### config.mk
export PLATFORM = sky130hd
export DESIGN_NAME = ipv6_rx_checksum_classifier_unit
export DESIGN_NICKNAME = d
export VERILOG_FILES = /design/src/sv/ipv6rx_pkg.sv /design/src/sv/ipv6rx_frame_parse.sv /design/src/sv/ipv6_rx_checksum_classifier_unit.sv
export VERILOG_INCLUDE_DIRS = /design/src /design/src/sv
export SDC_FILE = /design/constraint.sdc
export NUM_CORES = 1
export LEC_CHECK = 0
export ABC_AREA = 1
export ABC_CLOCK_PERIOD_IN_PS = 13300
export BUFFER_PORTS_ARGS = -buffer_cell sky130_fd_sc_hd__clkbuf_2
export CAP_MARGIN = 10
export CORE_ASPECT_RATIO = 1.25
export CORE_MARGIN = 8
export CORE_UTILIZATION = 45
export DETAILED_ROUTE_END_ITERATION = 6
export GPL_TIMING_DRIVEN = 0
export PLACE_DENSITY = 0.69
export SKIP_CTS_REPAIR_TIMING = 1
export SYNTH_ARGS = -nofsm -noshare
export SYNTH_HDL_FRONTEND = slang
export SYNTH_SLANG_ARGS = --single-unit
### constraint.sdc
create_clock -name clk -period 13.3 [get_ports clk]
set_input_delay 0.665 -clock clk [delete_from_list [all_inputs] [get_ports clk]]
set_output_delay 0.665 -clock clk [all_outputs]
set_load 0.01 [all_outputs]
### src/sv/ipv6_rx_checksum_classifier_unit_assert.svh
`ifndef IPV6_RX_CHECKSUM_CLASSIFIER_UNIT_ASSERT_SVH
`define IPV6_RX_CHECKSUM_CLASSIFIER_UNIT_ASSERT_SVH

// same-cycle implication, checked on clk, off during reset
`define IPV6RX_ASSERT_NOW(name, ante, cons, msg) \
	name: assert property (@(posedge clk) disable iff (!arst_n) (ante) |-> (cons)) else $error(msg);

// next-cycle implication
`define IPV6RX_ASSERT_NEXT(name, ante, cons, msg) \
	name: assert property (@(posedge clk) disable iff (!arst_n) (ante) |=> (cons)) else $error(msg);

`endif

### src/sv/ipv6rx_pkg.sv
package ipv6rx_pkg;

	localparam int unsigned FRAME_COUNT_BITS_DEF = 17;
	localparam int unsigned HDR_BYTES = 40;

	localparam logic [7:0] NH_ICMP = 8'd58;
	localparam logic [7:0] NH_UDP = 8'd17;
	localparam logic [7:0] NH_TCP = 8'd6;

	localparam logic [7:0] ICMP_ERR_LO = 8'd1;
	localparam logic [7:0] ICMP_ERR_HI = 8'd4;
	localparam logic [7:0] ICMP_ECHO_REQ = 8'd128;
	localparam logic [7:0] ICMP_ECHO_REPLY = 8'd129;
	localparam logic [7:0] ICMP_ND_LO = 8'd130;
	localparam logic [7:0] ICMP_ND_HI = 8'd136;
	localparam logic [7:0] ICMP_MLD2_REPORT = 8'd143;

	localparam logic [15:0] CSUM_GOOD = 16'hFFFF;
	localparam logic [15:0] REPLY_TYPE_WORD = 16'h8100;
	localparam logic [15:0] ICMP_MIN_LEN = 16'd8;

	typedef enum logic [3:0] {
		V_SHORT      = 4'd0,
		V_BAD_VER    = 4'd1,
		V_TRUNC      = 4'd2,
		V_ICMP_EMPTY = 4'd3,
		V_BAD_CSUM   = 4'd4,
		V_ND_MLD     = 4'd5,
		V_ECHO_REQ   = 4'd6,
		V_ECHO_REPLY = 4'd7,
		V_ICMP_ERR   = 4'd8,
		V_ICMP_OTHER = 4'd9,
		V_UDP        = 4'd10,
		V_TCP        = 4'd11,
		V_OTHER      = 4'd12
	} verdict_t;

	typedef struct packed {
		logic [31:0] icmp_error_total;
		logic [31:0] echo_reply_total;
		logic [15:0] reply_checksum;
		logic [15:0] payload_length;
		logic [7:0]  icmp_type;
		logic [7:0]  nxt_hdr;
		verdict_t    verdict;
	} result_t;

	// ones' complement add, end-around carry
	function automatic logic [15:0] oc_add(input logic [15:0] acc, input logic [15:0] v);
		logic [16:0] s;
		s = {1'b0, acc} + {1'b0, v};
		return s[15:0] + {15'd0, s[16]};
	endfunction

endpackage

### src/sv/ipv6rx_frame_parse.sv
module ipv6rx_frame_parse #(
	parameter int unsigned FRAME_COUNT_BITS = ipv6rx_pkg::FRAME_COUNT_BITS_DEF
) (
	input  logic                clk,
	input  logic                arst_n,
	input  logic                advance,
	input  logic [7:0]          data_byte,
	input  logic                last_byte,
	output ipv6rx_pkg::result_t result
);
	import ipv6rx_pkg::*;

	localparam int unsigned SizeBits = FRAME_COUNT_BITS + 1;
	localparam logic [FRAME_COUNT_BITS-1:0] IdxMax = '1;
	localparam logic [FRAME_COUNT_BITS-1:0] IdxHdr = FRAME_COUNT_BITS'(HDR_BYTES);

	logic [FRAME_COUNT_BITS-1:0] idx_q;
	logic [15:0] sum_q, rsum_q, plen_q;
	logic [7:0]  pend_q, nh_q, type_q;
	logic        ver_ok_q;
	logic [31:0] echo_cnt_q, err_cnt_q;

	logic [15:0] sum_n, rsum_n, plen_n, word, pad, pad_reply, sum_f, rsum_f, reply_ck;
	logic [7:0]  pend_n, nh_n, type_n, type_out;
	logic        ver_ok_n, in_hdr_addr, in_payload, echo_inc, err_inc;
	logic [FRAME_COUNT_BITS-1:0] off;
	logic [SizeBits-1:0] size, need;
	verdict_t verdict;

	always_comb begin
		sum_n = sum_q;
		rsum_n = rsum_q;
		plen_n = plen_q;
		pend_n = pend_q;
		nh_n = nh_q;
		type_n = type_q;
		ver_ok_n = ver_ok_q;
		word = {pend_q, data_byte};
		off = idx_q - IdxHdr;
		in_hdr_addr = (idx_q >= FRAME_COUNT_BITS'(8)) && (idx_q < IdxHdr);
		in_payload = (idx_q >= IdxHdr) && (off < FRAME_COUNT_BITS'(plen_q));

		if (idx_q == FRAME_COUNT_BITS'(0)) begin
			ver_ok_n = (data_byte[7:4] == 4'd6);
		end else if (idx_q == FRAME_COUNT_BITS'(4)) begin
			plen_n = {data_byte, 8'h00};
		end else if (idx_q == FRAME_COUNT_BITS'(5)) begin
			plen_n = {plen_q[15:8], data_byte};
			sum_n = oc_add(oc_add(sum_q, plen_n), {8'h00, NH_ICMP});
			rsum_n = oc_add(oc_add(rsum_q, plen_n), {8'h00, NH_ICMP});
		end else if (idx_q == FRAME_COUNT_BITS'(6)) begin
			nh_n = data_byte;
		end else if (in_hdr_addr) begin
			if (!idx_q[0]) begin
				pend_n = data_byte;
			end else begin
				sum_n = oc_add(sum_q, word);
				rsum_n = oc_add(rsum_q, word);
			end
		end else if (in_payload) begin
			if (off == FRAME_COUNT_BITS'(0))
				type_n = data_byte;
			if (!idx_q[0]) begin
				pend_n = data_byte;
			end else begin
				sum_n = oc_add(sum_q, word);
				// type/code replaced, checksum field zeroed
				if (off < FRAME_COUNT_BITS'(2))
					rsum_n = oc_add(rsum_q, REPLY_TYPE_WORD);
				else if (off < FRAME_COUNT_BITS'(4))
					rsum_n = rsum_q;
				else
					rsum_n = oc_add(rsum_q, word);
			end
		end

		// odd payload: pad final byte with zero
		pad = {pend_n, 8'h00};
		if (plen_n == 16'd1)
			pad_reply = REPLY_TYPE_WORD;
		else if (plen_n == 16'd3)
			pad_reply = 16'h0000;
		else
			pad_reply = pad;
		sum_f = plen_n[0] ? oc_add(sum_n, pad) : sum_n;
		rsum_f = plen_n[0] ? oc_add(rsum_n, pad_reply) : rsum_n;

		size = SizeBits'(idx_q) + SizeBits'(1);
		need = SizeBits'(plen_n) + SizeBits'(HDR_BYTES);
		type_out = 8'h00;
		reply_ck = 16'h0000;
		echo_inc = 1'b0;
		err_inc = 1'b0;

		if (size < SizeBits'(HDR_BYTES)) begin
			verdict = V_SHORT;
		end else if (!ver_ok_n) begin
			verdict = V_BAD_VER;
		end else if (need > size) begin
			verdict = V_TRUNC;
		end else if (nh_n == NH_ICMP) begin
			type_out = type_n;
			if (plen_n == 16'd0) begin
				verdict = V_ICMP_EMPTY;
			end else if (sum_f != CSUM_GOOD) begin
				verdict = V_BAD_CSUM;
			end else if ((type_n >= ICMP_ND_LO && type_n <= ICMP_ND_HI) ||
					type_n == ICMP_MLD2_REPORT) begin
				verdict = V_ND_MLD;
			end else if (plen_n < ICMP_MIN_LEN) begin
				verdict = V_ICMP_OTHER;
			end else if (type_n == ICMP_ECHO_REQ) begin
				verdict = V_ECHO_REQ;
				reply_ck = ~rsum_f;
			end else if (type_n == ICMP_ECHO_REPLY) begin
				verdict = V_ECHO_REPLY;
				echo_inc = 1'b1;
			end else if (type_n >= ICMP_ERR_LO && type_n <= ICMP_ERR_HI) begin
				verdict = V_ICMP_ERR;
				err_inc = 1'b1;
			end else begin
				verdict = V_ICMP_OTHER;
			end
		end else if (nh_n == NH_UDP) begin
			verdict = V_UDP;
		end else if (nh_n == NH_TCP) begin
			verdict = V_TCP;
		end else begin
			verdict = V_OTHER;
		end

		result.verdict = verdict;
		result.nxt_hdr = nh_n;
		result.icmp_type = type_out;
		result.payload_length = plen_n;
		result.reply_checksum = reply_ck;
		result.echo_reply_total = echo_cnt_q + {31'd0, echo_inc};
		result.icmp_error_total = err_cnt_q + {31'd0, err_inc};
	end

	always_ff @(posedge clk or negedge arst_n) begin
		if (!arst_n) begin
			idx_q <= '0;
			sum_q <= '0;
			rsum_q <= '0;
			plen_q <= '0;
			pend_q <= '0;
			nh_q <= '0;
			type_q <= '0;
			ver_ok_q <= 1'b0;
			echo_cnt_q <= '0;
			err_cnt_q <= '0;
		end else if (advance) begin
			if (last_byte) begin
				idx_q <= '0;
				sum_q <= '0;
				rsum_q <= '0;
				plen_q <= '0;
				pend_q <= '0;
				nh_q <= '0;
				type_q <= '0;
				ver_ok_q <= 1'b0;
				echo_cnt_q <= result.echo_reply_total;
				err_cnt_q <= result.icmp_error_total;
			end else begin
				if (idx_q != IdxMax)
					idx_q <= idx_q + FRAME_COUNT_BITS'(1);
				sum_q <= sum_n;
				rsum_q <= rsum_n;
				plen_q <= plen_n;
				pend_q <= pend_n;
				nh_q <= nh_n;
				type_q <= type_n;
				ver_ok_q <= ver_ok_n;
			end
		end
	end

endmodule

### src/sv/ipv6_rx_checksum_classifier_unit.sv
// IPv6 receive classifier: takes a frame one byte per transaction on s_axis (tlast on
// the final byte) and returns one 116-bit result per frame on m_axis: verdict, next
// header, ICMPv6 type, payload length, echo reply checksum and the two running
// counters. One byte is taken every cycle unless the input stalls; the final byte is
// held in the input stage register, then its result in the output register. Throughput
// is set by the per-byte ones' complement adder into the running checksum. Input stalls
// only when a finished result has not been taken and another final byte is waiting.
`include "ipv6_rx_checksum_classifier_unit_assert.svh"

module ipv6_rx_checksum_classifier_unit #(
	parameter int unsigned FRAME_COUNT_BITS = ipv6rx_pkg::FRAME_COUNT_BITS_DEF
) (
	input  logic         clk,
	input  logic         arst_n,
	input  logic         s_axis_tvalid,
	output logic         s_axis_tready,
	input  logic [7:0]   s_axis_tdata,   // data_byte
	input  logic         s_axis_tlast,   // last_byte
	output logic         m_axis_tvalid,
	input  logic         m_axis_tready,
	// verdict, nxt_hdr, icmp_type, payload_length, reply_checksum,
	// echo_reply_total, icmp_error_total, zero fill
	output logic [119:0] m_axis_tdata
);
	import ipv6rx_pkg::*;

	logic       s1_valid_q;
	logic [7:0] data_s1;
	logic       last_s1;
	logic       advance, load_out;
	logic       out_valid_q;
	result_t    result, out_q;

	assign advance = s1_valid_q && (!last_s1 || !out_valid_q || m_axis_tready);
	assign load_out = advance && last_s1;
	assign s_axis_tready = !s1_valid_q || advance;

	always_ff @(posedge clk or negedge arst_n) begin
		if (!arst_n) begin
			s1_valid_q <= 1'b0;
		end else if (s_axis_tready) begin
			s1_valid_q <= s_axis_tvalid;
		end
	end

	always_ff @(posedge clk) begin
		if (s_axis_tready && s_axis_tvalid) begin
			data_s1 <= s_axis_tdata;
			last_s1 <= s_axis_tlast;
		end
	end

	ipv6rx_frame_parse #(
		.FRAME_COUNT_BITS(FRAME_COUNT_BITS)
	) u_parse (
		.clk(clk),
		.arst_n(arst_n),
		.advance(advance),
		.data_byte(data_s1),
		.last_byte(last_s1),
		.result(result)
	);

	always_ff @(posedge clk or negedge arst_n) begin
		if (!arst_n) begin
			out_valid_q <= 1'b0;
		end else if (load_out) begin
			out_valid_q <= 1'b1;
		end else if (m_axis_tready) begin
			out_valid_q <= 1'b0;
		end
	end

	always_ff @(posedge clk) begin
		if (load_out)
			out_q <= result;
	end

	assign m_axis_tvalid = out_valid_q;
	assign m_axis_tdata = {4'h0, out_q};

	`IPV6RX_ASSERT_NOW(a_ready_when_empty, !s1_valid_q, s_axis_tready, "input stage empty but not ready")
	`IPV6RX_ASSERT_NOW(a_no_overwrite, out_valid_q && !m_axis_tready, !load_out, "pending result overwritten")
	`IPV6RX_ASSERT_NEXT(a_result_held, out_valid_q && !m_axis_tready, out_valid_q, "pending result dropped")
	`IPV6RX_ASSERT_NOW(a_reply_ck_only_echo, out_valid_q && out_q.verdict != V_ECHO_REQ, out_q.reply_checksum == 16'h0000, "reply checksum on non echo request")

endmodule

== Word level (Yosys, flattened, before mapping) ==
Cells that the tools add are included.
Storage, ports and cells
  output and inout bits: 122
  bits in registers: 281
  input bits: 13
Cells by class
  bitwise logic cells: 4
  multiplexer cells: 87
  reductions and logical operators: 25
  eq/ne operators: 14
  $add $sub $neg: 24
  order comparisons: 13
Operator list (count)
  $mux W16: 26
  $mux W8: 22
  $add A16 B1 Y16: 9
  $add A16 B16 Y17: 6
  $add A32 B1 Y32: 2
  $add A16 B6 Y17 const B: 3
  $eq A17 B3 Y1 const B: 3
  $logic_not A17 Y1: 2
  $mux W17: 2
  $mux W4: 8
  $mux W1: 27
  $eq A8 B8 Y1 const B: 3
  $add A17 B1 Y18 const B: 1
  $gt A18 B18 Y1: 1
  $lt A18 B6 Y1 const B: 1
  $add A16 B16 Y17 const B: 1
  $add A17 B1 Y17 const B: 1
  $ge A17 B4 Y1 const B: 1
  $ge A17 B6 Y1 const B: 1
  $lt A17 B16 Y1: 1
  $lt A17 B2 Y1 const B: 1
  $lt A17 B3 Y1 const B: 1
  $lt A17 B6 Y1 const B: 1
  $ne A17 B17 Y1 const B: 1
  27 further kinds: 42

== Logic depth before layout (Yosys ltp) ==
Gate-level depths: netlist (run 1).
  word-level depth: 23
  depth in mapped cells: 83
  mapped depth without buffers: 83

== Hierarchy ==
A second synthesis (run 1) with hierarchy kept.
Second synthesis, totals
  cells, all modules: 3039
  area total of the unflattened synthesis: 22312.6 um^2
By module, submodules not included
  ipv6rx_frame_parse: cells an instance 2895, area each 18417.7 um^2, times used 1, seq. area each 3853.7 um^2
  ipv6_rx_checksum_classifier_unit: cells an instance 144, area each 3895.0 um^2, times used 1, seq. area each 3803.6 um^2

== Worst setup path after synthesis (run 1) ==
OpenSTA, ideal clock, no wires.
  path type: register -> register
  start point: reg data_s1[0]
  end point: reg out_q, in the netlist m_axis_tdata[115], data pin
  clock period less this slack: 9.832 ns
  path slack: 3.468 ns
  setup time: 0.262 ns
  buffers on the path: 0
  cell stages (with the launch flop): 76
  arrival time: 9.570 ns
  cell sequence: edfxtp_1 -> ha_1 -> inv_1 -> fa_1 -> inv_1 -> nand2_1 -> nand3_2 -> nand4_1 -> nand2_1 -> nand3_1 -> nand2_1 -> ha_1 -> ha_1 -> inv_1 -> nor2_4 -> nand3_2 -> nor2_2 -> nand2_2 -> [40 not listed] -> nand2_2 -> nand3_1 -> nor2_1 -> ha_1 -> nand2_1 -> nor2_1 -> inv_1 -> nor2_1 -> inv_1 -> nor2_1 -> nand2_1 -> nor4_1 -> inv_1 -> nor4_1 -> nand3_1 -> nor4_1 -> nand2_1 -> xor2_1
RTL lines
  start, declared: line ipv6_rx_checksum_classifier_unit.sv:28  | logic [7:0] data_s1;
  start signal, assigned: line ipv6_rx_checksum_classifier_unit.sv:48  | data_s1 <= s_axis_tdata;
  end signal, assigned: line ipv6_rx_checksum_classifier_unit.sv:76  | out_q <= result;
  end, declared: line ipv6_rx_checksum_classifier_unit.sv:32  | result_t result, out_q;

==> run metrics, run 1 <==
Worst Tran Pin Value 1.23 ns; Num CTS Buffers 31; # setup viols final 0; P&R area growth vs syn 12.1%; Mapped Area 0.0228 mm2; proportion of layout cells with a drive suffix above 1 11.1%; final wirelength 74.6 mm; H-tree depth 1; CORE AREA 0.0502 mm2; largest net degree at the start of global routing 87; family with the most delay on the worst path simple AND/OR/NAND/NOR gates; Sw Ratio 38.6%; Comb power frac 32.9%; vias in the first global route 21400; setup TNS 0 ns; Die ar. 0.0581 mm2; most used cell, CP nand2_1; RSZ-0062 raised after global routing no; Critical Path AT 12.59 ns; # port buffers 130; LEAKAGE 12.2 nW; max frequency 0.0828 GHz; switching pwr 1.17 mW; Pwr Density 119 mW/mm2; DR vias/cell 5.44; status complete, no violations; initial antenna violation count 3; Worst Setup End Kind flip-flop; Final Net Count 3506; Synth top area share 17.1%; Final min period 12.07 ns; diode count 0; clock network power share 31.1%; Root Driver clkbuf_16; clk buf depth 3; placed instance area 0.0243 mm2; Final Hold Viols 0; clock sinks 281; Post-synth ARST share 55.5%; maximum VDD drop 0.118 mV; Die Height 268 um; Yosys reg bits 281; WL/cell 18.5 um; sequential share of power 36.0%; Ys Warns 0; Post-synth EDFFs 125; starting DRC count in detailed routing 1446; HPWL Detailed 59.7 mm; Worst Path Buf+Inv 4; DRC 0; Max stage delay cell, worst path edfxtp_1; later-pin clock latency in the skew report 0.60 ns; Unique masters post-synth 65; dominant cell type by area after synthesis dfrtp_1; CP peak stage delay 0.47 ns; register area share after synthesis 33.6%; remaining global-route overflow 0; Setup CP Type reg2reg; Total GRT Usage 25.1%; num rows 92; Avg Cell Area, Syn 7.16 um2; global-route wire length before repair 116 mm; Crit Path Max Fanout 5; Detailed Routing Iterations Pass 1 7; Cell Int Power 1.87 mW; max-slew violations 0; TritonCTS clock tree built; final instance area 0.0255 mm2; Worst EP required 13.81 ns; Top Ports 135; Final Cycle Share 90.8%; via count 22000; startpoint types flip-flop; RePlAce Congestion 0.988; Final ANT Viol Nets 0; top cells by area, synth dfrtp_1, edfxtp_1, nand2_1, inv_1, ha_1; Hold Path Class in2async; Initial Util 45.4%; setup clock skew after layout 0.0182 ns; Synth Flop Type dfrtp_1; Slew HR 16.9%; die width 217 um; clk slew on worst S/H paths 0.06 ns; # Max-Cap Violations 0; cell count after synthesis 3182
[cell type report]
class	count	area [um2]
Clock buffer	35	811
Buffer	64	305
Fill cell	5051	24600
Inverter	486	1820
Timing Repair Buffer	138	759
Clock inverter	23	303
Sequential cell	281	7660
Tap cell	658	823
Multi-Input combinational cell	2354	13100
[layout by cell type, fill, tap and decap left out, types with 31 or more instances in the layout]
cell,count
nand2_1,765
inv_1,461
nor2_1,291
nand3_1,200
o21ai_0,189
dfrtp_1,156
xor2_1,140
a21oi_1,135
ha_1,133
clkbuf_2,129
edfxtp_1,125
nand4_1,80
o22ai_1,69
nor3_1,55
clkbuf_1,44
nand2_2,36
nor2_2,33
clkbuf_16,31
[flip-flops by register name, summed over array words and instances (netlist names), 8 cells and up]
| register | flops |
|---|---|
| u_parse.idx_q | 17 |
| u_parse.sum_q | 16 |
| u_parse.plen_q | 16 |
| u_parse.echo_cnt_q | 32 |
| u_parse.rsum_q | 16 |
| u_parse.type_q | 8 |
| m_axis_tdata | 116 |
| u_parse.pend_q | 8 |
| u_parse.err_cnt_q | 32 |
| u_parse.nh_q | 8 |
| data_s1 | 8 |
[synthesized netlist by cell type, types with 4 or more instances]
| library cell | instances |
|---|---|
| nand2_2 | 36 |
| dfrtp_1 | 156 |
| inv_1 | 461 |
| o211ai_1 | 11 |
| o22ai_1 | 69 |
| nand3b_1 | 4 |
| clkbuf_1 | 43 |
| xor2_1 | 140 |
| a21oi_1 | 135 |
| nor3_1 | 56 |
| xnor2_1 | 29 |
| a211oi_1 | 4 |
| o21ai_0 | 189 |
| ha_1 | 133 |
| nor2_2 | 33 |
| or2_2 | 7 |
| buf_4 | 8 |
| o21ai_1 | 25 |
| nand4_1 | 80 |
| fa_1 | 4 |
| nand3_1 | 200 |
| nand3_2 | 10 |
| o21bai_1 | 7 |
| edfxtp_1 | 125 |
| nor3_2 | 12 |
| o21ai_2 | 5 |
| a31oi_1 | 5 |
| a221oi_1 | 5 |
| nor4_1 | 22 |
| nor2_1 | 291 |
| a22oi_1 | 5 |
| nor2_4 | 8 |
| nand2_4 | 9 |
| nand2_1 | 765 |
| and2_1 | 10 |
| buf_2 | 7 |
| inv_2 | 23 |
[layer usage]
layer	vias up	track usage, %	wire length [um]
li1	10800	-	-
met5	-	0	13
met4	2	15.2	5180
met2	788	42.9	34700
met1	10100	28.3	28700
met3	230	5.66	6010
[final timing paths]
kind | from | end | slack, ns | cells past startpoint
setup / recovery | data_s1[0] | u_parse.echo_cnt_q[29] | 1.23 | 72
max in group asynchronous | arst_n | u_parse.sum_q[7] | 12.34 | 2
min in group clk | s_axis_tdata[7] | data_s1[7] | 0.25 | 1
hold reg to reg | u_parse.nh_q[2] | u_parse.nh_q[2] | 0.48 | 2
hold / removal | arst_n | u_parse.err_cnt_q[25] | 0.11 | 1
setup reg to reg | data_s1[0] | u_parse.echo_cnt_q[29] | 1.23 | 72
[power groups by stage]
stage	clock (mW)	sequential, mW	combinational [mW]
2_1_floorplan	0	1.10	0.673
3_3_place_gp	0	1.11	0.969
3_5_place_dp	0	1.11	0.976
4_1_cts	0.961	1.09	0.983
5_1_grt	0.991	1.10	1.11
6_report	0.947	1.10	1.00
[logic make-up after synthesis]
group / after synthesis / share of synthesized area [%]
flops: 281 / 33.6
buf+inv: 550 / 9.33
other cells: 1 / 0.0165
xor+xnor: 171 / 6.64
fa+ha+maj: 137 / 7.65
compound gates: 490 / 12.1
simple gates: 1552 / 30.6
[stage by stage]
step	util, %	hold slack [ns]	setup WS [ns]	power, mW	cells
finish	50.9	0.113	1.23	3.04	4039
global route	50.9	0.181	0.0235	3.20	4039
CTS	50.7	0.149	0.379	3.04	4033
detailed placement	48.5	0.468	0.436	2.08	3975
global placement	48.4	0.462	0.428	2.08	3973
floorplan	-	0.369	3.47	1.77	3185
No activity file was read; power rests on OpenSTA's default activity.
==> run 2: changes to the inputs <==
--- a/config.mk
+++ b/config.mk
@@ -9,7 +9,6 @@
 export ABC_AREA = 1
 export ABC_CLOCK_PERIOD_IN_PS = 13300
 export BUFFER_PORTS_ARGS = -buffer_cell sky130_fd_sc_hd__clkbuf_2
-export CAP_MARGIN = 10
 export CORE_ASPECT_RATIO = 1.25
 export CORE_MARGIN = 8
 export CORE_UTILIZATION = 45
==> constraint.sdc (replaced) <==
create_clock -name clk -period 13.3 [get_ports clk]
set_input_delay 0.665 -clock clk [delete_from_list [all_inputs] [get_ports clk]]
set_output_delay 0.665 -clock clk [all_outputs]
set_load 0.005 [all_outputs]
==> run 2 against run 1 <==
  * Core utilization fell by 0.24 points
  * Sequential cell count did not move
  * Worst hold slack improved by 0.018 ns
  * Combinational power barely moved
  * Clock skew fell by 0.0038 ns
  * Final area fell by 0.48%
  * Critical endpoint unchanged
  * Largest power group unchanged
==> run metrics, run 2 (same netlist as run 1, synthesis figures left out) <==
WL/cell 18.6 um (+0.70%); vias in the first global route 21400 (-0.22%); Final min period 12.19 ns (+0.117 ns); most used cell, CP nand2_1; origin of the critical flop-to-flop path data_s1[2]; Num CTS Buffers 30 (-3.2%); Worst Path Buf+Inv 2 (-2); Top Ports 135 (unchanged); global-route wire length before repair 116 mm (+0.17%); proportion of layout cells with a drive suffix above 1 11.0% (-0.13 points); DR vias/cell 5.46 (+0.41%); TritonCTS clock tree built; clock sinks 281 (unchanged); final wirelength 75.1 mm (+0.63%); placed cells 3975 (unchanged); LEAKAGE 12.1 nW (-0.57%); final worst slack 1.11 ns (-0.117 ns); setup clock skew after layout 0.0144 ns (-0.00379 ns); Crit Path Max Fanout 7 (+2); # port buffers 130 (unchanged); Critical Path AT 12.69 ns (+0.10 ns); family with the most delay on the worst path simple AND/OR/NAND/NOR gates; starting DRC count in detailed routing 1470 (+1.7%); Hold Path Class in2async; max-slew violations 0 (unchanged); CP peak stage delay 0.67 ns (+0.20 ns); clk slew on worst S/H paths 0.06 ns (about the same); Total GRT Usage 25.2% (+0.11 points); maximum VDD drop 0.113 mV (-4.3%); Die ar. 0.0581 mm2 (unchanged); Setup CP Type reg2reg; Final Cycle Share 91.7% (+0.88 points); most frequent cells in the layout nand2_1, inv_1, nor2_1; final core utilization 50.6% (-0.24 points); Final ANT Viol Nets 0 (unchanged); Largest register FFs 116 (unchanged); number of cells on the worst reg-to-reg path 74 (+2.8%); status complete, no violations; max frequency 0.0820 GHz (-0.96%); # setup viols final 0 (unchanged); pre-CTS WS 0.401 ns (-0.0354 ns); HPWL Detailed 59.8 mm (about the same); RePlAce Congestion 0.988 (unchanged); Initial Util 45.4% (unchanged); setup slack, reg-to-reg 1.11 ns (-0.12 ns); Max stage delay cell, worst path edfxtp_1; Worst EP required 13.80 ns (about the same); # Max-Cap Violations 0 (unchanged); P&R area growth vs syn 11.5%; FF-to-FF End u_parse.echo_cnt_q[29]; Detailed Routing Iterations Pass 1 6 (-1); Slew HR 18.0% (+1.1 points); num rows 92 (unchanged); die width 217 um (unchanged); Root Driver clkbuf_16; most common cell after layout, fill and taps aside nand2_1; initial antenna violation count 5 (+2); Pwr Density 116 mW/mm2 (-2.7%); remaining global-route overflow 0 (unchanged); startpoint types flip-flop; largest net degree at the start of global routing 87 (unchanged); CORE AREA 0.0502 mm2 (unchanged); Final Hold Viols 0 (unchanged); Worst Setup End Kind flip-flop; via count 22000 (+0.34%); clk buf depth 3 (unchanged); Worst Tran Pin Value 1.22 ns (-0.0168 ns); Post-Layout Cell Count 4036 (-0.074%); later-pin clock latency in the skew report 0.59 ns (about the same); H-tree depth 1 (unchanged); DRC 0 (unchanged); Die Height 268 um (unchanged); Final Net Count 3503 (-0.086%)
==> run 2: worst max path at each step <==
stage | startpoint | to | slack [ns] | cells after the start
2_1_floorplan | data_s1[0] | m_axis_tdata[115] | 3.47 | 75
3_3_place_gp | data_s1[1] | u_parse.err_cnt_q[31] | 0.43 | 76
3_5_place_dp | data_s1[1] | u_parse.err_cnt_q[31] | 0.40 | 76
4_1_cts | data_s1[1] | u_parse.err_cnt_q[31] | 0.36 | 76
5_1_grt | data_s1[0] | u_parse.echo_cnt_q[29] | -0.01 | 75
6_report | data_s1[2] | u_parse.echo_cnt_q[29] | 1.11 | 74
==> run 2: metal layers <==
metal | share of wire, % | vias up | wire length (um) | global-route usage [%]
met5 | 0.067 | - | 50 | 0
met4 | 7.0 | 6 | 5230 | 15.0
met3 | 8.0 | 234 | 6000 | 6.45
met2 | 46 | 750 | 34800 | 42.9
met1 | 39 | 10200 | 29000 | 28.2
li1 | - | 10800 | - | -
==> run 2: power breakdown <==
| group | switching [mW] | internal [mW] | leakage [nW] |
|---|---|---|---|
| sequential | 0.0870 | 1.01 | 3.29 |
| clock | 0.381 | 0.480 | 0.483 |
| combinational | 0.692 | 0.297 | 8.34 |
==> run 2: through the flow <==
step / total power [mW] / area, um2 / TNS [ns] / hold WS, ns
finish: 2.95 / 25400 / 0 / 0.131
global route: 3.11 / 25400 / -0.0132 / 0.184
CTS: 2.94 / 25300 / 0 / 0.156
detailed placement: 2.07 / 24300 / 0 / 0.469
global placement: 2.07 / 24300 / 0 / 0.462
floorplan: 1.76 / 22800 / 0 / 0.369
==> run 2: cell type report <==
cell class | count | area [um2]
clock buffers | 36 | 815
well taps | 658 | 823
plain buffers | 64 | 305
diodes | 1 | 2.50
clock inverters | 20 | 183
inverters | 486 | 1820
repair buffers | 136 | 744
flip-flops and latches | 281 | 7660
fillers | 5101 | 24800
multi-input cells | 2354 | 13100
==> run 2: worst reg2reg max path: cells and delay by family, from the launching register on <==
family,cells,cell delay (ns)
AND/OR/NAND/NOR,56,7.78
adder cells (fa/ha/maj),9,2.53
AO/OA/AOI/OAI,6,0.71
flip-flops,1,0.67
XOR/XNOR,1,0.23
buffers and inverters,2,0.18
